## config.mk

```make
export PLATFORM = sky130hd
export DESIGN_NAME = tiled_window_layout
export DESIGN_NICKNAME = d
export VERILOG_FILES = /design/src/rtl/core/twl_pkg.sv /design/src/rtl/core/twl_cfg_regs.sv /design/src/rtl/core/twl_front.sv /design/src/rtl/core/twl_divide.sv /design/src/rtl/core/twl_place.sv /design/src/rtl/core/tiled_window_layout.sv
export SDC_FILE = /design/constraint.sdc
export NUM_CORES = 1
export LEC_CHECK = 0
export BUFFER_PORTS_ARGS = -buffer_cell sky130_fd_sc_hd__buf_4
export CAP_MARGIN = 20
export CORE_AREA = 4 4 223 269
export DETAILED_ROUTE_END_ITERATION = 10
export DIE_AREA = 0 0 227 273
export PLACE_DENSITY = 0.65
export SLEW_MARGIN = 20
export SYNTH_ARGS = -nofsm -noshare
export SYNTH_HDL_FRONTEND = slang
export SYNTH_SLANG_ARGS = --single-unit
export TNS_END_PERCENT = 100
```

## constraint.sdc

```tcl
create_clock -name clk -period 21.1 [get_ports clk]
set_clock_uncertainty 0.1 [all_clocks]
set_input_delay 4.22 -clock clk [delete_from_list [all_inputs] [get_ports clk]]
set_output_delay 4.22 -clock clk [all_outputs]
set_load 0.02 [all_outputs]
```

## src/rtl/core/twl_pkg.sv

```systemverilog
`default_nettype none
package twl_pkg;

  // Layout geometry in pixels
  localparam int MAX_WINDOWS = 6;
  localparam int BAR_H       = 30;
  localparam int OUTER_GAP   = 12;
  localparam int INNER_GAP   = 12;
  localparam int SHADOW      = 4;

  localparam int AREA_LEFT   = OUTER_GAP;
  localparam int AREA_TOP    = BAR_H + OUTER_GAP;
  localparam int AREA_TRIM_X = 2 * OUTER_GAP + SHADOW;
  localparam int AREA_TRIM_Y = BAR_H + 2 * OUTER_GAP + SHADOW;

  // Start rectangle inset: shift (dx, dy) and shrink (sw, sh) per layout case
  localparam int ONE_DX  = 24;
  localparam int ONE_DY  = 16;
  localparam int ONE_SW  = 48;
  localparam int ONE_SH  = 32;
  localparam int TWO_DX  = 20;
  localparam int TWO_DY  = 12;
  localparam int TWO_SW  = 40;
  localparam int TWO_SH  = 24;
  localparam int GRID_DX = 18;
  localparam int GRID_DY = 12;
  localparam int GRID_SW = 36;
  localparam int GRID_SH = 24;

  // Smallest c with c*c >= n
  function automatic int ceil_sqrt(input int n);
    int c;
    c = 1;
    for (int i = 0; i < n; i++) begin
      if (c * c < n) c++;
    end
    return c;
  endfunction

  localparam int MAX_COLS = ceil_sqrt(MAX_WINDOWS);

  // Divide by the column count (at most MAX_COLS = 3) via reciprocal
  localparam int RECIP_SHIFT = 12;
  localparam int RECIP3      = (1 << RECIP_SHIFT) / MAX_COLS;

  typedef logic [11:0]        pix_t;
  typedef logic signed [13:0] spix_t;
  typedef logic [1:0]         grid_t;

  typedef enum logic [1:0] {
    MODE_ONE,
    MODE_TWO,
    MODE_GRID
  } mode_t;

  typedef enum logic {
    REG_SCREEN_WIDTH,
    REG_SCREEN_HEIGHT
  } reg_idx_t;

  typedef struct packed {
    grid_t col;
    grid_t row;
  } slot_t;

  // Front end to divider
  typedef struct packed {
    mode_t       mode;
    logic        right;
    grid_t       cols;
    grid_t       rows;
    grid_t       col;
    grid_t       row;
    pix_t        aw;
    pix_t        ah;
    pix_t        cw;
    pix_t        ch;
    logic [10:0] split;
  } front_t;

  // Divider to placement
  typedef struct packed {
    mode_t       mode;
    logic        right;
    grid_t       col;
    grid_t       row;
    pix_t        aw;
    pix_t        ah;
    logic [10:0] split;
    pix_t        bw;
    pix_t        bh;
    grid_t       ew;
    grid_t       eh;
  } div_t;

  function automatic grid_t grid_cols(input logic [2:0] count);
    grid_t c;
    c = 2'd1;
    for (int i = 0; i < MAX_COLS; i++) begin
      if (int'(c) * int'(c) < int'(count)) c = c + 2'd1;
    end
    return c;
  endfunction

  // Smallest r with r*cols >= count
  function automatic grid_t grid_rows(input logic [2:0] count, input grid_t cols);
    grid_t r;
    r = 2'd1;
    for (int i = 1; i < MAX_WINDOWS; i++) begin
      if (int'(r) * int'(cols) < int'(count)) r = r + 2'd1;
    end
    return r;
  endfunction

  // Row-major slot: row = pos / cols, col = pos % cols
  function automatic slot_t split_slot(input logic [2:0] pos, input grid_t cols);
    slot_t s;
    s.row = '0;
    for (int r = 1; r < MAX_WINDOWS; r++) begin
      if (int'(pos) >= r * int'(cols)) s.row = 2'(r);
    end
    s.col = 2'(int'(pos) - int'(s.row) * int'(cols));
    return s;
  endfunction

  // Total inner gap between n tiles
  function automatic pix_t gap_total(input grid_t n);
    return 12'((int'(n) - 1) * INNER_GAP);
  endfunction

endpackage
`default_nettype wire

```

## src/rtl/core/twl_cfg_regs.sv

```systemverilog
`default_nettype none
module twl_cfg_regs (
  input  logic          clk,
  input  logic          rst,
  input  logic          psel,
  input  logic          penable,
  input  logic          pwrite,
  input  logic [2:0]    paddr,
  input  logic [31:0]   pwdata,
  output logic [31:0]   prdata,
  output logic          pready,
  output twl_pkg::pix_t screen_width,
  output twl_pkg::pix_t screen_height
);
  import twl_pkg::*;

  reg_idx_t idx;
  pix_t     rd_val;

  assign idx    = reg_idx_t'(paddr[2]);
  assign pready = 1'b1;

  // Write on the access phase of a request
  always_ff @(posedge clk) begin
    if (rst) begin
      screen_width  <= 12'd1024;
      screen_height <= 12'd768;
    end else if (psel && penable && pwrite) begin
      unique case (idx)
        REG_SCREEN_WIDTH:  screen_width  <= pwdata[11:0];
        REG_SCREEN_HEIGHT: screen_height <= pwdata[11:0];
      endcase
    end
  end

  // Read back the addressed register
  always_comb begin
    unique case (idx)
      REG_SCREEN_WIDTH:  rd_val = screen_width;
      REG_SCREEN_HEIGHT: rd_val = screen_height;
    endcase
    prdata = {20'd0, rd_val};
  end

endmodule
`default_nettype wire

```

## src/rtl/core/twl_front.sv

```systemverilog
`default_nettype none
module twl_front (
  input  logic            clk,
  input  logic            rst,
  input  logic            in_valid,
  input  logic [2:0]      open_count,
  input  logic [2:0]      slot_position,
  input  twl_pkg::pix_t   screen_width,
  input  twl_pkg::pix_t   screen_height,
  output logic            out_valid,
  output twl_pkg::front_t out_data
);
  import twl_pkg::*;

  typedef struct packed {
    mode_t mode;
    logic  right;
    grid_t cols;
    grid_t rows;
    grid_t col;
    grid_t row;
    pix_t  aw;
    pix_t  ah;
  } decode_t;

  logic [2:0]  cnt;
  logic [2:0]  pos;
  grid_t       cols;
  slot_t       slot;
  logic [12:0] aw_diff;
  logic [12:0] ah_diff;
  decode_t     dec;
  decode_t     s1;
  logic        s1_valid;
  logic [12:0] cw_diff;
  logic [12:0] ch_diff;
  logic [12:0] split_diff;
  front_t      s2_next;

  // Clamp count and rank, pick layout case, trim screen to work area
  always_comb begin
    if (open_count == 3'd0) begin
      cnt = 3'd1;
    end else if (open_count > 3'(MAX_WINDOWS)) begin
      cnt = 3'(MAX_WINDOWS);
    end else begin
      cnt = open_count;
    end
    pos     = (slot_position >= cnt) ? cnt - 3'd1 : slot_position;
    cols    = grid_cols(cnt);
    slot    = split_slot(pos, cols);
    aw_diff = {1'b0, screen_width} - 13'(AREA_TRIM_X);
    ah_diff = {1'b0, screen_height} - 13'(AREA_TRIM_Y);

    if (cnt == 3'd1) begin
      dec.mode = MODE_ONE;
    end else if (cnt == 3'd2) begin
      dec.mode = MODE_TWO;
    end else begin
      dec.mode = MODE_GRID;
    end
    dec.right = (pos != 3'd0);
    dec.cols  = cols;
    dec.rows  = grid_rows(cnt, cols);
    dec.col   = slot.col;
    dec.row   = slot.row;
    dec.aw    = aw_diff[12] ? '0 : aw_diff[11:0];
    dec.ah    = ah_diff[12] ? '0 : ah_diff[11:0];
  end

  // Content size net of inner gaps, and the two-window split
  always_comb begin
    cw_diff    = {1'b0, s1.aw} - {1'b0, gap_total(s1.cols)};
    ch_diff    = {1'b0, s1.ah} - {1'b0, gap_total(s1.rows)};
    split_diff = {1'b0, s1.aw} - 13'(INNER_GAP);

    s2_next.mode  = s1.mode;
    s2_next.right = s1.right;
    s2_next.cols  = s1.cols;
    s2_next.rows  = s1.rows;
    s2_next.col   = s1.col;
    s2_next.row   = s1.row;
    s2_next.aw    = s1.aw;
    s2_next.ah    = s1.ah;
    s2_next.cw    = cw_diff[12] ? '0 : cw_diff[11:0];
    s2_next.ch    = ch_diff[12] ? '0 : ch_diff[11:0];
    s2_next.split = split_diff[12] ? '0 : split_diff[11:1];
  end

  // Advance valid bits
  always_ff @(posedge clk) begin
    if (rst) begin
      s1_valid  <= 1'b0;
      out_valid <= 1'b0;
    end else begin
      s1_valid  <= in_valid;
      out_valid <= s1_valid;
    end
  end

  // Advance payload
  always_ff @(posedge clk) begin
    s1       <= dec;
    out_data <= s2_next;
  end

endmodule
`default_nettype wire

```

## src/rtl/core/twl_divide.sv

```systemverilog
`default_nettype none
module twl_divide (
  input  logic            clk,
  input  logic            rst,
  input  logic            in_valid,
  input  twl_pkg::front_t in_data,
  output logic            out_valid,
  output twl_pkg::div_t   out_data
);
  import twl_pkg::*;

  typedef struct packed {
    pix_t  q;
    grid_t r;
  } qr_t;

  front_t s3;
  logic   s3_valid;
  pix_t   q0x;
  pix_t   q0y;
  qr_t    fx;
  qr_t    fy;
  div_t   s4_next;

  // Quotient estimate, exact or one short
  function automatic pix_t quot_est(input pix_t x, input grid_t d);
    logic [23:0] prod;
    prod = 24'(x) * 24'(RECIP3);
    unique case (d)
      2'd1:    quot_est = x;
      2'd2:    quot_est = x >> 1;
      default: quot_est = prod[RECIP_SHIFT +: 12];
    endcase
  endfunction

  // One compare-and-subtract correction gives quotient and remainder
  function automatic qr_t quot_fix(input pix_t x, input pix_t q0, input grid_t d);
    logic [13:0] rem;
    qr_t         res;
    rem = 14'(x) - 14'(q0) * 14'(d);
    if (rem >= 14'(d)) begin
      res.q = q0 + 12'd1;
      res.r = 2'(rem - 14'(d));
    end else begin
      res.q = q0;
      res.r = 2'(rem);
    end
    return res;
  endfunction

  // Stage the reciprocal products
  always_ff @(posedge clk) begin
    s3  <= in_data;
    q0x <= quot_est(in_data.cw, in_data.cols);
    q0y <= quot_est(in_data.ch, in_data.rows);
  end

  // Correct and pass on tile size and leftover pixels
  always_comb begin
    fx = quot_fix(s3.cw, q0x, s3.cols);
    fy = quot_fix(s3.ch, q0y, s3.rows);

    s4_next.mode  = s3.mode;
    s4_next.right = s3.right;
    s4_next.col   = s3.col;
    s4_next.row   = s3.row;
    s4_next.aw    = s3.aw;
    s4_next.ah    = s3.ah;
    s4_next.split = s3.split;
    s4_next.bw    = fx.q;
    s4_next.bh    = fy.q;
    s4_next.ew    = fx.r;
    s4_next.eh    = fy.r;
  end

  always_ff @(posedge clk) begin
    out_data <= s4_next;
  end

  // Advance valid bits
  always_ff @(posedge clk) begin
    if (rst) begin
      s3_valid  <= 1'b0;
      out_valid <= 1'b0;
    end else begin
      s3_valid  <= in_valid;
      out_valid <= s3_valid;
    end
  end

endmodule
`default_nettype wire

```

## src/rtl/core/twl_place.sv

```systemverilog
`default_nettype none
module twl_place (
  input  logic          clk,
  input  logic          rst,
  input  logic          in_valid,
  input  twl_pkg::div_t in_data,
  output logic          done,
  output twl_pkg::pix_t target_left,
  output twl_pkg::pix_t target_top,
  output twl_pkg::pix_t target_span_x,
  output twl_pkg::pix_t target_span_y,
  output twl_pkg::pix_t start_left,
  output twl_pkg::pix_t start_top,
  output twl_pkg::pix_t start_span_x,
  output twl_pkg::pix_t start_span_y
);
  import twl_pkg::*;

  typedef struct packed {
    spix_t dx;
    spix_t dy;
    spix_t sw;
    spix_t sh;
  } inset_t;

  grid_t       ext_x;
  grid_t       ext_y;
  logic [13:0] step_x;
  logic [13:0] step_y;
  spix_t       tx_next;
  spix_t       ty_next;
  spix_t       tw_next;
  spix_t       th_next;
  logic        s5_valid;
  mode_t       s5_mode;
  spix_t       tx;
  spix_t       ty;
  spix_t       tw;
  spix_t       th;
  inset_t      ins;

  function automatic pix_t sat12(input spix_t v);
    if (v < 0) begin
      return '0;
    end else if (v > 14'sd4095) begin
      return '1;
    end else begin
      return v[11:0];
    end
  endfunction

  // Tile rectangle for the layout case
  always_comb begin
    ext_x  = (in_data.col < in_data.ew) ? in_data.col : in_data.ew;
    ext_y  = (in_data.row < in_data.eh) ? in_data.row : in_data.eh;
    step_x = 14'(in_data.bw) + 14'(INNER_GAP);
    step_y = 14'(in_data.bh) + 14'(INNER_GAP);
    unique case (in_data.mode)
      MODE_ONE: begin
        tx_next = spix_t'(AREA_LEFT);
        ty_next = spix_t'(AREA_TOP);
        tw_next = spix_t'(in_data.aw);
        th_next = spix_t'(in_data.ah);
      end
      MODE_TWO: begin
        ty_next = spix_t'(AREA_TOP);
        th_next = spix_t'(in_data.ah);
        if (in_data.right) begin
          // Right half takes the odd pixel
          tx_next = spix_t'(14'(AREA_LEFT) + 14'(in_data.split) + 14'(INNER_GAP));
          tw_next = spix_t'(14'(in_data.aw) - 14'(in_data.split) - 14'(INNER_GAP));
        end else begin
          tx_next = spix_t'(AREA_LEFT);
          tw_next = spix_t'(in_data.split);
        end
      end
      default: begin
        // Grid: leftover pixels go to the first columns and rows
        tx_next = spix_t'(14'(AREA_LEFT) + 14'(in_data.col) * step_x + 14'(ext_x));
        ty_next = spix_t'(14'(AREA_TOP) + 14'(in_data.row) * step_y + 14'(ext_y));
        tw_next = spix_t'(14'(in_data.bw) + 14'(in_data.col < in_data.ew));
        th_next = spix_t'(14'(in_data.bh) + 14'(in_data.row < in_data.eh));
      end
    endcase
  end

  always_ff @(posedge clk) begin
    s5_mode <= in_data.mode;
    tx      <= tx_next;
    ty      <= ty_next;
    tw      <= tw_next;
    th      <= th_next;
  end

  // Inset of the start rectangle
  always_comb begin
    unique case (s5_mode)
      MODE_ONE: begin
        ins.dx = spix_t'(ONE_DX);
        ins.dy = spix_t'(ONE_DY);
        ins.sw = spix_t'(ONE_SW);
        ins.sh = spix_t'(ONE_SH);
      end
      MODE_TWO: begin
        ins.dx = spix_t'(TWO_DX);
        ins.dy = spix_t'(TWO_DY);
        ins.sw = spix_t'(TWO_SW);
        ins.sh = spix_t'(TWO_SH);
      end
      default: begin
        ins.dx = spix_t'(GRID_DX);
        ins.dy = spix_t'(GRID_DY);
        ins.sw = spix_t'(GRID_SW);
        ins.sh = spix_t'(GRID_SH);
      end
    endcase
  end

  // Saturate into the output registers
  always_ff @(posedge clk) begin
    target_left   <= sat12(tx);
    target_top    <= sat12(ty);
    target_span_x <= sat12(tw);
    target_span_y <= sat12(th);
    start_left    <= sat12(tx + ins.dx);
    start_top     <= sat12(ty + ins.dy);
    start_span_x  <= sat12(tw - ins.sw);
    start_span_y  <= sat12(th - ins.sh);
  end

  // Advance valid bits
  always_ff @(posedge clk) begin
    if (rst) begin
      s5_valid <= 1'b0;
      done     <= 1'b0;
    end else begin
      s5_valid <= in_valid;
      done     <= s5_valid;
    end
  end

endmodule
`default_nettype wire

```

## src/rtl/core/tiled_window_layout.sv

```systemverilog
// Pipeline: done and the result leave together from the last of six register stages
// (decode, gap trim, reciprocal product, quotient fix, tile place, saturate).
// Throughput: one request per cycle; busy is low whenever rst is low.
// Reset: rst clears the stage valid bits and sets the screen to 1024 x 768.
// The receiver cannot stall; each result is shown for exactly one cycle.
`default_nettype none
module tiled_window_layout (
  input  logic          clk,
  input  logic          rst,
  input  logic          start,
  output logic          busy,
  input  logic [2:0]    open_count,
  input  logic [2:0]    slot_position,
  output logic          done,
  output twl_pkg::pix_t target_left,
  output twl_pkg::pix_t target_top,
  output twl_pkg::pix_t target_span_x,
  output twl_pkg::pix_t target_span_y,
  output twl_pkg::pix_t start_left,
  output twl_pkg::pix_t start_top,
  output twl_pkg::pix_t start_span_x,
  output twl_pkg::pix_t start_span_y,
  input  logic          psel,
  input  logic          penable,
  input  logic          pwrite,
  input  logic [2:0]    paddr,
  input  logic [31:0]   pwdata,
  output logic [31:0]   prdata,
  output logic          pready
);
  import twl_pkg::*;

  pix_t   screen_width;
  pix_t   screen_height;
  logic   in_valid;
  logic   front_valid;
  front_t front_data;
  logic   div_valid;
  div_t   div_data;

  // Hold off requests only while in reset
  assign busy     = rst;
  assign in_valid = start && !busy;

  twl_cfg_regs u_cfg (
    .clk           (clk),
    .rst           (rst),
    .psel          (psel),
    .penable       (penable),
    .pwrite        (pwrite),
    .paddr         (paddr),
    .pwdata        (pwdata),
    .prdata        (prdata),
    .pready        (pready),
    .screen_width  (screen_width),
    .screen_height (screen_height)
  );

  twl_front u_front (
    .clk           (clk),
    .rst           (rst),
    .in_valid      (in_valid),
    .open_count    (open_count),
    .slot_position (slot_position),
    .screen_width  (screen_width),
    .screen_height (screen_height),
    .out_valid     (front_valid),
    .out_data      (front_data)
  );

  twl_divide u_divide (
    .clk       (clk),
    .rst       (rst),
    .in_valid  (front_valid),
    .in_data   (front_data),
    .out_valid (div_valid),
    .out_data  (div_data)
  );

  twl_place u_place (
    .clk           (clk),
    .rst           (rst),
    .in_valid      (div_valid),
    .in_data       (div_data),
    .done          (done),
    .target_left   (target_left),
    .target_top    (target_top),
    .target_span_x (target_span_x),
    .target_span_y (target_span_y),
    .start_left    (start_left),
    .start_top     (start_top),
    .start_span_x  (start_span_x),
    .start_span_y  (start_span_y)
  );

endmodule
`default_nettype wire

```

==> summary.txt, run 1 <==
Outcome
  – Status: complete, no violations

Clock tree
  – Depth of the CTS H-tree: 2
  – Root Driver: clkbuf_16
  – CTS Buffer Depth: 3
  – Sink Count: 452
  – Clock transition at path regs: 0.07 ns
  – CTS Buf Count: 43
  – Post-CTS sizing: 0
  – CTS Hold Bufs: 0
  – Clock latency on the worst-skew pair: 0.59 ns
  – Post-CTS setup buffer count: 0
  – CTS tree: done

STA
  – Fin crit share: 55.7%
  – Hold Vio Cnt, Final: 0
  – Final Max Tran Viols: 0
  – Max-Slew Margin vs Limit: 38.1%
  – Worst Tran Pin Value: 0.922 ns
  – Setup TNS: 0 ns
  – Achievable Freq: 85.1 MHz
  – Final worst setup slack: 9.35 ns
  – Clock period minus worst slack: 11.75 ns
  – Endpoints failing setup: 0
  – RSZ-0062 raised after global routing: false

Synth
  – Post-synthesis mux area share: 1.42%
  – Post-synthesis async set-or-reset flop share: 0%
  – Largest family of logic cells by synthesized area: adder cells
  – Primary FF master, synth: dfxtp_1
  – Synth warnings: 0
  – Synth Area in Simple Gates: 14.9%
  – Cell accounting for the most synthesized area: dfxtp_1
  – Synth Area in Compound Gates: 12.5%
  – Netlist Area Pre-Place: 25600 um2
  – EDFF count, synth: 0
  – Top cells by area, synth: dfxtp_1 35%, ha_1 16%, fa_1 7.7%
  – XOR/XNOR Fraction of Synth Area: 6.40%
  – Syn avg cell area: 9.26 um2
  – Synth Instances: 2763
  – Share of the synthesized area in the top cell type: 35.4%
  – Post-Synth Adder-Cell Area: 23.6%
  – Seq/Total Area, Yosys: 35.4%
  – Netlist cell types: 82
  – Register bit total from synthesis: 452

Routing
  – DRT Pass-1 Iters: 5
  – Wire per inst: 15.3 um
  – Via-per-instance ratio: 5.17
  – Routed Antenna Nets: 0
  – Residual DRC count: 0
  – WL final: 55700 um
  – Via Count: 18800
  – Detailed Route Iter0 Violations: 905

Floorplan
  – Core area: 57100 um2
  – Die Y: 273 um
  – I/O pin total: 178
  – Row count: 96
  – Initial core utilization: 44.8%
  – Width of the die: 227 um
  – Die area: 62000 um2

Placed design
  – GP Congestion: 0.870
  – Buffers on Ports: 134
  – Post-DP Area: 27200 um2
  – Post-Place Setup Slack: 8.71 ns
  – HPWL Detailed: 44900 um

Setup path
  – Max incr delay on CP: 0.52 ns
  – Slowest CP cell: or4_1
  – CP Data Required Time: 21.46 ns
  – Crit path max fanout: 10
  – Reg2Reg Depth: 16
  – CP most frequent cell: fa_1
  – Worst EP arrival: 12.11 ns
  – Critical Path Sink Type: flop
  – RR Endpoint: u_divide.q0x[9]$_DFF_P_
  – Crit path capture: u_front.s1[29]$_DFF_P_
  – CP startpoint kind: primary input
  – CP startpoint: open_count[2]
  – R2R Setup Slk: 15.63 ns
  – Setup CP Type: primary input to flop
  – RR Startpoint: u_front.out_data[27]$_SDFF_PN0_

GRT
  – Grt ovf: 0
  – Largest net degree at the start of global routing: 62
  – Vias in the first global route: 18800
  – Initial antenna violation count: 0
  – First-pass GRT wire length: 91500 um
  – GRT Util Overall: 17.7%

Final layout
  – Filler instances: 5141
  – Area occupied by multi-input gates: 15100 um2
  – Final-stage net count: 3341
  – Area growth, synth to finish: 12.3%
  – Storage element area: 9050 um2
  – Final Instance Area: 28700 um2
  – Finished Core Util: 50.4%
  – Ant diodes: 0
  – Layout cells sized above 1: 9.36%

Job
  – Max capacitance violation total: 0

Min path
  – Hold Crit Class: flop to flop
==> synthesized netlist by cell type (22+ instances only) <==
library cell  number
xnor2_1          112
clkbuf_1          65
nor2b_1           66
buf_4             22
nand3_1           44
nor3_1            51
and3_1            24
nand2b_1          29
and2_1            25
a21oi_1          190
ha_1             323
nand4_1           22
dfxtp_1          452
nor2_1           239
o21ai_0           89
a221oi_1          27
fa_1              99
nand2_1          211
xor2_1            75
a21o_1            33
inv_1            277
==> cell families after synthesis <==
group | count (synthesis)
flip-flops | 452
AO/OA/AOI/OAI | 500
XOR/XNOR | 187
buffers and inverters | 374
AND/OR/NAND/NOR | 793
adder cells (fa/ha/maj) | 422
multiplexers | 33
other | 2
==> layout by cell type (no fill, tap or decap), types with 12 or more instances in the layout <==
master,Yosys,layout
nor3_1,51,51
nand4_1,22,22
nand2_1,211,211
inv_1,277,277
a31oi_1,13,13
o21ai_0,89,89
clkbuf_16,0,43
mux2i_1,12,12
nor2_1,239,239
fa_1,99,99
dfxtp_1,452,451
nor4_1,17,17
or2_2,16,16
a21oi_1,190,190
and3_1,24,24
xnor2_1,112,112
nand2b_1,29,29
or3_1,13,13
nor3b_1,12,12
conb_1,2,23
o21a_1,15,15
nor2b_1,66,66
nand3_1,44,44
ha_1,323,323
a211oi_1,17,17
a221oi_1,27,27
and2_1,25,25
buf_4,22,138
mux2_2,19,19
a21o_1,33,33
xor2_1,75,75
==> critical path: cells and delay by family <==
family / cells / cell delay, ns
xor gates and xnor gates: 1 / 0.14
adders and majority gates: 7 / 2.95
AOI/OAI and AO/OA: 7 / 1.88
and+or+nand+nor: 9 / 2.13
muxes: 1 / 0.17
buffers and inverters: 4 / 0.60
==> stage by stage <==
| step | hold slack, ns | instances |
|---|---|---|
| CTS | 0.224 | 3642 |
| finish | 0.221 | 3642 |
| detailed placement | 0.212 | 3562 |
| floorplan | 0.210 | 2784 |
| global route | 0.230 | 3642 |
| global placement | 0.211 | 3562 |
==> final cells by class <==
cell class              instances  share of cell area (%)
clock buffers                  54                    4.13
well taps                     735                    3.20
repair buffers                138                    3.61
flip-flops and latches        452                    31.5
inverters                     279                    3.65
clock inverters                26                    1.33
multi-input cells            1958                    52.6
==> worst min-delay path by stage <==
stage,from,end,cells past startpoint
final,u_front.out_data[49]$_DFF_P_,u_divide.s3[49]$_DFF_P_,0
after floorplan,u_divide.s3[0]$_DFF_P_,u_divide.out_data[28]$_DFF_P_,0
after global placement,u_front.out_data[53]$_DFF_P_,u_divide.s3[53]$_DFF_P_,0
after CTS,u_front.out_data[49]$_DFF_P_,u_divide.s3[49]$_DFF_P_,0
after detailed placement,u_divide.s3[55]$_DFF_P_,u_divide.out_data[59]$_DFF_P_,0
after global routing,u_front.out_data[5]$_SDFF_PN0_,u_divide.s3[5]$_DFF_P_,0
==> metal layers <==
metal / GRT usage, % / share of wire, % / wire, um / vias to the layer above
li1: - / - / - / 9522
met1: 22.3 / 44 / 24600 / 8802
met2: 31.3 / 49 / 27200 / 407
met3: 2.46 / 4.1 / 2290 / 105
met4: 5.46 / 3.0 / 1650 / 0
met5: 0 / 0 / 0 / -
==> state kept, by name, summed over array words and instances (netlist names), 2 cells and up <==
| register | count |
|---|---|
| u_place.ty | 14 |
| u_front.s1 | 35 |
| u_place.tw | 14 |
| u_divide.s3 | 70 |
| u_divide.q0y | 12 |
| u_place.start_span_x | 12 |
| u_place.start_left | 12 |
| u_place.start_span_y | 12 |
| u_place.target_left | 12 |
| u_divide.out_data | 70 |
| u_place.target_top | 12 |
| u_place.target_span_y | 12 |
| u_place.s5_mode | 2 |
| u_cfg.screen_height | 12 |
| u_cfg.screen_width | 12 |
| u_place.start_top | 12 |
| u_place.target_span_x | 12 |
| u_place.th | 13 |
| u_front.out_data | 70 |
| u_place.tx | 14 |
| u_divide.q0x | 12 |
Power of run 1 is left out: the tool's default activity adds up to more than one toggle a clock period on the data nets, which glitch-free logic cannot reach.
==> run 2: changes to the inputs <==
--- a/config.mk
+++ b/config.mk
@@ -5,12 +5,13 @@
 export SDC_FILE = /design/constraint.sdc
 export NUM_CORES = 1
 export LEC_CHECK = 0
+export ABC_AREA = 1
 export BUFFER_PORTS_ARGS = -buffer_cell sky130_fd_sc_hd__buf_4
 export CAP_MARGIN = 20
-export CORE_AREA = 4 4 223 269
+export CORE_AREA = 4 4 226 272
 export DETAILED_ROUTE_END_ITERATION = 10
-export DIE_AREA = 0 0 227 273
-export PLACE_DENSITY = 0.65
+export DIE_AREA = 0 0 230 276
+export PLACE_DENSITY = 0.67
 export SLEW_MARGIN = 20
 export SYNTH_ARGS = -nofsm -noshare
 export SYNTH_HDL_FRONTEND = slang
==> constraint.sdc (replaced) <==
create_clock -name clk -period 10.1 [get_ports clk]
set_clock_uncertainty 0.1 [all_clocks]
set_input_delay 2.02 -clock clk [delete_from_list [all_inputs] [get_ports clk]]
set_output_delay 2.02 -clock clk [all_outputs]
set_load 0.02 [all_outputs]
==> run 2 against run 1 <==
Area after synthesis increased by 2.9%; flip-flop and latch count unchanged; wire length increased by 1.4%; via count increased by 8.2%; setup slack got worse by 7.9 ns; first-iteration DRC count decreased by 9.7%; die area increased by 2.4%; worst hold slack got worse by 0.012 ns; register-to-register slack got worse by 11 ns; cell count increased by 16%; critical endpoint is now u_front.s1[28]$_DFF_P_; largest cell class unchanged.
==> summary.txt, run 2 <==
Outcome
  – Status: complete, no violations (unchanged)

STA
  – Setup TNS: 0 ns (unchanged)
  – Hold WS: 0.209 ns (was 0.221 ns)
  – Worst Tran Pin Value: 0.985 ns (was 0.922 ns)
  – Max-Slew Margin vs Limit: 33.9% (was 38.1%)
  – Final Max Tran Viols: 0 (unchanged)
  – Endpoints failing setup: 0 (unchanged)
  – Achievable Freq: 115 MHz
  – Clock period minus worst slack: 8.68 ns
  – RSZ-0062 raised after global routing: false (unchanged)
  – Fin crit share: 85.9%
  – Hold Vio Cnt, Final: 0 (unchanged)

Synth
  – Seq/Total Area, Yosys: 34.4% (was 35.4%)
  – Synth Instances: 3270 (was 2763)
  – Register bit total from synthesis: 452 (unchanged)
  – Cell accounting for the most synthesized area: dfxtp_1 (unchanged)
  – Syn avg cell area: 8.05 um2 (was 9.26 um2)
  – Synth warnings: 0 (unchanged)
  – Netlist cell types: 62 (was 82)
  – Share of the synthesized area in the top cell type: 34.4% (was 35.4%)
  – Primary FF master, synth: dfxtp_1 (unchanged)
  – Netlist Area Pre-Place: 26300 um2 (was 25600 um2)
  – EDFF count, synth: 0 (unchanged)
  – Count leader, synth: nand2_1 (was dfxtp_1)
  – Post-synthesis async set-or-reset flop share: 0% (unchanged)
  – Top cells by area, synth: dfxtp_1 34%, ha_1 15%, nand2_1 8.6% (was dfxtp_1 35%, ha_1 16%, fa_1 7.7%)
  – Post-synth top cells: 602 x nand2_1, 532 x inv_1, 452 x dfxtp_1 (was 452 x dfxtp_1, 323 x ha_1, 277 x inv_1)

Clock tree
  – Root Driver: clkbuf_16 (unchanged)
  – Depth of the CTS H-tree: 2 (unchanged)
  – CTS Hold Bufs: 0 (unchanged)
  – Clock latency on the worst-skew pair: 0.57 ns (was 0.59 ns)
  – CTS Buffer Depth: 3 (unchanged)
  – Sink Count: 452 (unchanged)
  – CTS Buf Count: 45 (was 43)
  – CTS tree: done (unchanged)
  – Clock transition at path regs: 0.06 ns (was 0.07 ns)
  – Post-CTS setup buffer count: 0 (unchanged)
  – Post-CTS sizing: 0 (unchanged)

Min path
  – Hold Crit Class: flop to flop (unchanged)
  – Hold Path Origin: u_divide.s3[9]$_DFF_P_ (was u_front.out_data[49]$_DFF_P_)
  – Hold depth: 0 (unchanged)
  – Hold Path End: u_divide.out_data[37]$_DFF_P_ (was u_divide.s3[49]$_DFF_P_)

Final layout
  – Filler instances: 5750 (was 5141)
  – Storage element area: 9050 um2 (about the same)
  – Non-filler instance count after layout: 4236 (was 3642)
  – Finished Core Util: 50.1% (was 50.4%)
  – Top flop regs: u_divide.out_data: 70 flops, u_divide.s3: 70 flops, u_front.out_data: 70 flops (unchanged)
  – Most frequent cells in the layout: 602 x nand2_1, 532 x inv_1, 452 x dfxtp_1 (was 451 x dfxtp_1, 323 x ha_1, 277 x inv_1)
  – Area occupied by multi-input gates: 14900 um2 (was 15100 um2)
  – Ant diodes: 0 (unchanged)
  – Layout cells sized above 1: 8.21% (was 9.36%)
  – Area growth, synth to finish: 12.4% (was 12.3%)
  – Final-stage net count: 3873 (was 3341)
  – Most common cell after layout, fill and taps aside: nand2_1 (was dfxtp_1)

Floorplan
  – Width of the die: 230 um (was 227 um)
  – I/O pin total: 178 (unchanged)
  – Row count: 98 (was 96)
  – Die Y: 276 um (was 273 um)
  – Die area: 63500 um2 (was 62000 um2)
  – Initial core utilization: 44.5% (was 44.8%)
  – Core area: 59100 um2 (was 57100 um2)

Setup path
  – Crit path max fanout: 11 (was 10)
  – CP Data Required Time: 10.46 ns (was 21.46 ns)
  – CP most frequent cell: nand2_1 (was fa_1)
  – Slowest CP cell: fa_1 (was or4_1)
  – Setup CP Type: primary input to flop (unchanged)
  – RR Endpoint: u_divide.q0y[7]$_DFF_P_ (was u_divide.q0x[9]$_DFF_P_)
  – RR Startpoint: u_front.out_data[12]$_SDFF_PN0_ (was u_front.out_data[27]$_SDFF_PN0_)
  – Critical Path Sink Type: flop (unchanged)
  – Max incr delay on CP: 0.54 ns (was 0.52 ns)
  – R2R Setup Slk: 5.12 ns (was 15.63 ns)
  – Worst EP arrival: 9.04 ns (was 12.11 ns)
  – CP startpoint: open_count[2] (unchanged)
  – Reg2Reg Depth: 19 (was 16)
  – CP startpoint kind: primary input (unchanged)

Routing
  – WL final: 56500 um (was 55700 um)
  – Routed Antenna Nets: 0 (unchanged)
  – DRT Pass-1 Iters: 5 (unchanged)
  – Detailed Route Iter0 Violations: 817 (was 905)
  – Residual DRC count: 0 (unchanged)
  – Via-per-instance ratio: 4.81 (was 5.17)
  – Via Count: 20400 (was 18800)
  – Wire per inst: 13.3 um (was 15.3 um)

GRT
  – First-pass GRT wire length: 94700 um (was 91500 um)
  – Grt ovf: 0 (unchanged)
  – Largest net degree at the start of global routing: 44 (was 62)
  – Initial antenna violation count: 0 (unchanged)
  – GRT Util Overall: 17.7% (about the same)
  – Vias in the first global route: 20000 (was 18800)

Placed design
  – Buffers on Ports: 134 (unchanged)
  – HPWL Detailed: 45900 um (was 44900 um)
  – Post-Place Cells: 4157 (was 3562)
  – GP Congestion: 0.911 (was 0.870)

Job
  – Max capacitance violation total: 0 (unchanged)
[run 2: metrics by stage]
| stage | instance area (um2) | setup WS [ns] |
|---|---|---|
| after global routing | 29600 | 0.714 |
| after global placement | 28000 | 0.942 |
| final | 29600 | 1.42 |
| after CTS | 29600 | 1.43 |
| after detailed placement | 28000 | 0.827 |
| after floorplan | 26400 | 1.60 |
[run 2: layout make-up]
type	count	area share, %
Clock buffer	57	4.24
Tap cell	800	3.38
Clock inverter	22	0.960
Multi-Input combinational cell	2225	50.5
Timing Repair Buffer	135	3.43
Sequential cell	452	30.6
Inverter	545	6.92
[run 2: worst max path at each step]
stage / endpoint / slack, ns / cells after the start
floorplan: u_front.s1[29]$_DFF_P_ / 1.60 / 39
global placement: u_front.s1[29]$_DFF_P_ / 0.94 / 39
detailed placement: u_front.s1[28]$_DFF_P_ / 0.83 / 39
CTS: u_front.s1[28]$_DFF_P_ / 1.43 / 39
global route: u_front.s1[29]$_DFF_P_ / 0.71 / 39
finish: u_front.s1[28]$_DFF_P_ / 1.42 / 39
[run 2: critical path: cells and delay by family]
kind                     cells  cell delay (ns)
adder cells (fa/ha/maj)      7             2.99
AND/OR/NAND/NOR             22             2.51
buffers and inverters        7             0.83
AO/OA/AOI/OAI                3             0.67
[run 2: per-layer routing]
metal  routed length (um)  track usage (%)  vias up  part of all wire (%)
met5                    0                0        -                     0
met4                 1610             5.31        0                   2.9
met3                 2380             2.65      105                   4.2
met2                27500             31.5      365                    49
met1                25000             22.0     9203                    44
li1                     -                -    10700                     -
[run 2: cell families after synthesis]
family | after synthesis | share of synthesized area (%)
and+or+nand+nor | 1160 | 18.5
buffers and inverters | 614 | 9.20
AOI/OAI and AO/OA | 482 | 10.4
DFF | 452 | 34.4
adders and majority gates | 422 | 22.9
xor gates and xnor gates | 138 | 4.59
other | 2 | 0.0285
Power of run 2 is left out for the same reason.
==> run 3: changes to the inputs <==
--- a/config.mk
+++ b/config.mk
@@ -9,10 +9,12 @@
 export BUFFER_PORTS_ARGS = -buffer_cell sky130_fd_sc_hd__buf_4
 export CAP_MARGIN = 20
 export CORE_AREA = 4 4 226 272
+export CTS_BUF_LIST = sky130_fd_sc_hd__clkbuf_2
+export CTS_CLUSTER_SIZE = 28
 export DETAILED_ROUTE_END_ITERATION = 10
 export DIE_AREA = 0 0 230 276
 export PLACE_DENSITY = 0.67
-export SLEW_MARGIN = 20
+export SLEW_MARGIN = 25
 export SYNTH_ARGS = -nofsm -noshare
 export SYNTH_HDL_FRONTEND = slang
 export SYNTH_SLANG_ARGS = --single-unit
==> run 3 against run 2 <==
Die area unchanged; register-to-register slack barely moved; flip-flop and latch count unchanged; wire length down 0.16%; largest cell class unchanged; setup slack better by 0.52 ns; critical path type unchanged; fmax grew 6.3%; non-clock buffer count unchanged.
==> summary.txt, run 3 (synthesis gave the netlist of run 2 again) <==
STA
  – RSZ-0062 raised after global routing: false (unchanged)
  – Fin crit share: 80.8% (was 85.9%)
  – Worst Tran Pin Value: 0.887 ns (was 0.985 ns)
  – Final Max Tran Viols: 0 (unchanged)
  – Hold Vio Cnt, Final: 0 (unchanged)
  – Max-Slew Margin vs Limit: 40.5% (was 33.9%)
  – Achievable Freq: 123 MHz (was 115 MHz)
  – Setup TNS: 0 ns (unchanged)
  – Endpoints failing setup: 0 (unchanged)
  – Clock period minus worst slack: 8.16 ns (was 8.68 ns)
  – Hold WS: 0.133 ns (was 0.209 ns)

Floorplan
  – I/O pin total: 178 (unchanged)
  – Core area: 59100 um2 (unchanged)
  – Initial core utilization: 44.5% (unchanged)
  – Width of the die: 230 um (unchanged)
  – Die Y: 276 um (unchanged)
  – Die area: 63500 um2 (unchanged)
  – Row count: 98 (unchanged)

Setup path
  – Max incr delay on CP: 0.54 ns (about the same)
  – Crit path capture: u_front.s1[28]$_DFF_P_ (unchanged)
  – CP Data Required Time: 10.96 ns (was 10.46 ns)
  – Crit path max fanout: 11 (unchanged)
  – Slowest CP cell: fa_1 (unchanged)
  – CP startpoint: open_count[2] (unchanged)
  – RR Startpoint: u_front.out_data[12]$_SDFF_PN0_ (unchanged)
  – R2R Setup Slk: 5.12 ns (about the same)
  – Critical Path Sink Type: flop (unchanged)
  – RR Endpoint: u_divide.q0y[7]$_DFF_P_ (unchanged)
  – Reg2Reg Depth: 19 (unchanged)
  – Setup CP Type: primary input to flop (unchanged)
  – CP most frequent cell: nand2_1 (unchanged)
  – CP startpoint kind: primary input (unchanged)
  – Worst EP arrival: 9.03 ns (was 9.04 ns)

Final layout
  – Filler instances: 5885 (was 5750)
  – Area growth, synth to finish: 10.6% (was 12.4%)
  – Layout cells sized above 1: 10.4% (was 8.21%)
  – Most common cell after layout, fill and taps aside: nand2_1 (unchanged)
  – Most frequent cells in the layout: 602 x nand2_1, 532 x inv_1, 452 x dfxtp_1 (unchanged)
  – Top flop regs: u_divide.out_data: 70 flops, u_divide.s3: 70 flops, u_front.out_data: 70 flops (unchanged)
  – Final-stage net count: 3935 (was 3873)

Routing
  – Residual DRC count: 0 (unchanged)
  – Wire per inst: 13.0 um (was 13.3 um)
  – Via Count: 20700 (was 20400)
  – Via-per-instance ratio: 4.78 (was 4.81)
  – Routed Antenna Nets: 0 (unchanged)
  – WL final: 56400 um (was 56500 um)
  – DRT Pass-1 Iters: 7 (was 5)
  – Detailed Route Iter0 Violations: 781 (was 817)

Clock tree
  – CTS tree: done (unchanged)
  – Depth of the CTS H-tree: 3 (was 2)
  – CTS Buf Count: 107 (was 45)
  – Clock latency on the worst-skew pair: 1.07 ns (was 0.57 ns)
  – Sink Count: 452 (unchanged)
  – CTS Buffer Depth: 3 (unchanged)
  – Post-CTS sizing: 0 (unchanged)
  – Post-CTS setup buffer count: 0 (unchanged)
  – Clock transition at path regs: 0.10 ns (was 0.06 ns)
  – Root Driver: clkbuf_2 (was clkbuf_16)
  – CTS Hold Bufs: 0 (unchanged)

GRT
  – GRT Util Overall: 17.7% (about the same)
  – Initial antenna violation count: 1 (was 0)
  – Grt ovf: 0 (unchanged)
  – First-pass GRT wire length: 94800 um (was 94700 um)
  – Largest net degree at the start of global routing: 44 (unchanged)
  – Vias in the first global route: 20500 (was 20000)

Placed design
  – HPWL Detailed: 45900 um (unchanged)
  – Buffers on Ports: 134 (unchanged)
  – GP Congestion: 0.911 (unchanged)

Min path
  – Hold depth: 0 (unchanged)
  – Hold Crit Class: flop to flop (unchanged)

Outcome
  – Status: complete, no violations (unchanged)

Job
  – Max capacitance violation total: 0 (unchanged)
-- run 3: cell type report --
type | instances | area (um2) | area share, %
Multi-Input combinational cell | 2225 | 14900 | 51.3
Sequential cell | 452 | 9050 | 31.1
Inverter | 545 | 2050 | 7.03
Timing Repair Buffer | 135 | 1010 | 3.48
Tap cell | 800 | 1000 | 3.44
Clock buffer | 140 | 701 | 2.41
Clock inverter | 41 | 362 | 1.24
Antenna cell | 1 | 2.50 | 0.00859
-- run 3: worst min path at each step --
stage | slack, ns | startpoint | to
global route | 0.11 | u_divide.s3[40]$_DFF_P_ | u_divide.out_data[44]$_DFF_P_
global placement | 0.21 | u_front.s1[27]$_DFF_P_ | u_front.out_data[62]$_DFF_P_
CTS | 0.09 | u_divide.s3[40]$_DFF_P_ | u_divide.out_data[44]$_DFF_P_
floorplan | 0.21 | u_divide.s3[0]$_DFF_P_ | u_divide.out_data[28]$_DFF_P_
finish | 0.13 | u_divide.s3[40]$_DFF_P_ | u_divide.out_data[44]$_DFF_P_
detailed placement | 0.21 | u_divide.s3[62]$_DFF_P_ | u_divide.out_data[66]$_DFF_P_
-- run 3: per-layer routing --
metal / up-vias / share of wire (%) / GRT usage (%) / wire, um
met5: - / 0 / 0 / 0
met4: 0 / 3.0 / 7.21 / 1710
met3: 108 / 4.7 / 3.10 / 2660
met2: 421 / 49 / 31.0 / 27500
met1: 9323 / 43 / 21.6 / 24500
li1: 10900 / - / - / -
-- run 3: stage by stage --
| step | area (um2) | setup slack, ns | util [%] | cells |
|---|---|---|---|---|
| CTS | 29100 | 2.10 | 49.2 | 4338 |
| finish | 29100 | 1.94 | 49.3 | 4339 |
| global placement | 28000 | 0.942 | 47.4 | 4157 |
| global route | 29100 | 1.31 | 49.3 | 4339 |
| detailed placement | 28000 | 0.827 | 47.4 | 4157 |
| floorplan | 26400 | 1.60 | - | 3291 |
-- run 3: worst max-delay path: cells and delay by family --
kind                       cells  cell delay (ns)
AOI/OAI and AO/OA              3             0.67
adders and majority gates      7             2.99
buffers and inverters          7             0.82
and+or+nand+nor               22             2.51
Power of run 3 is left out for the same reason.
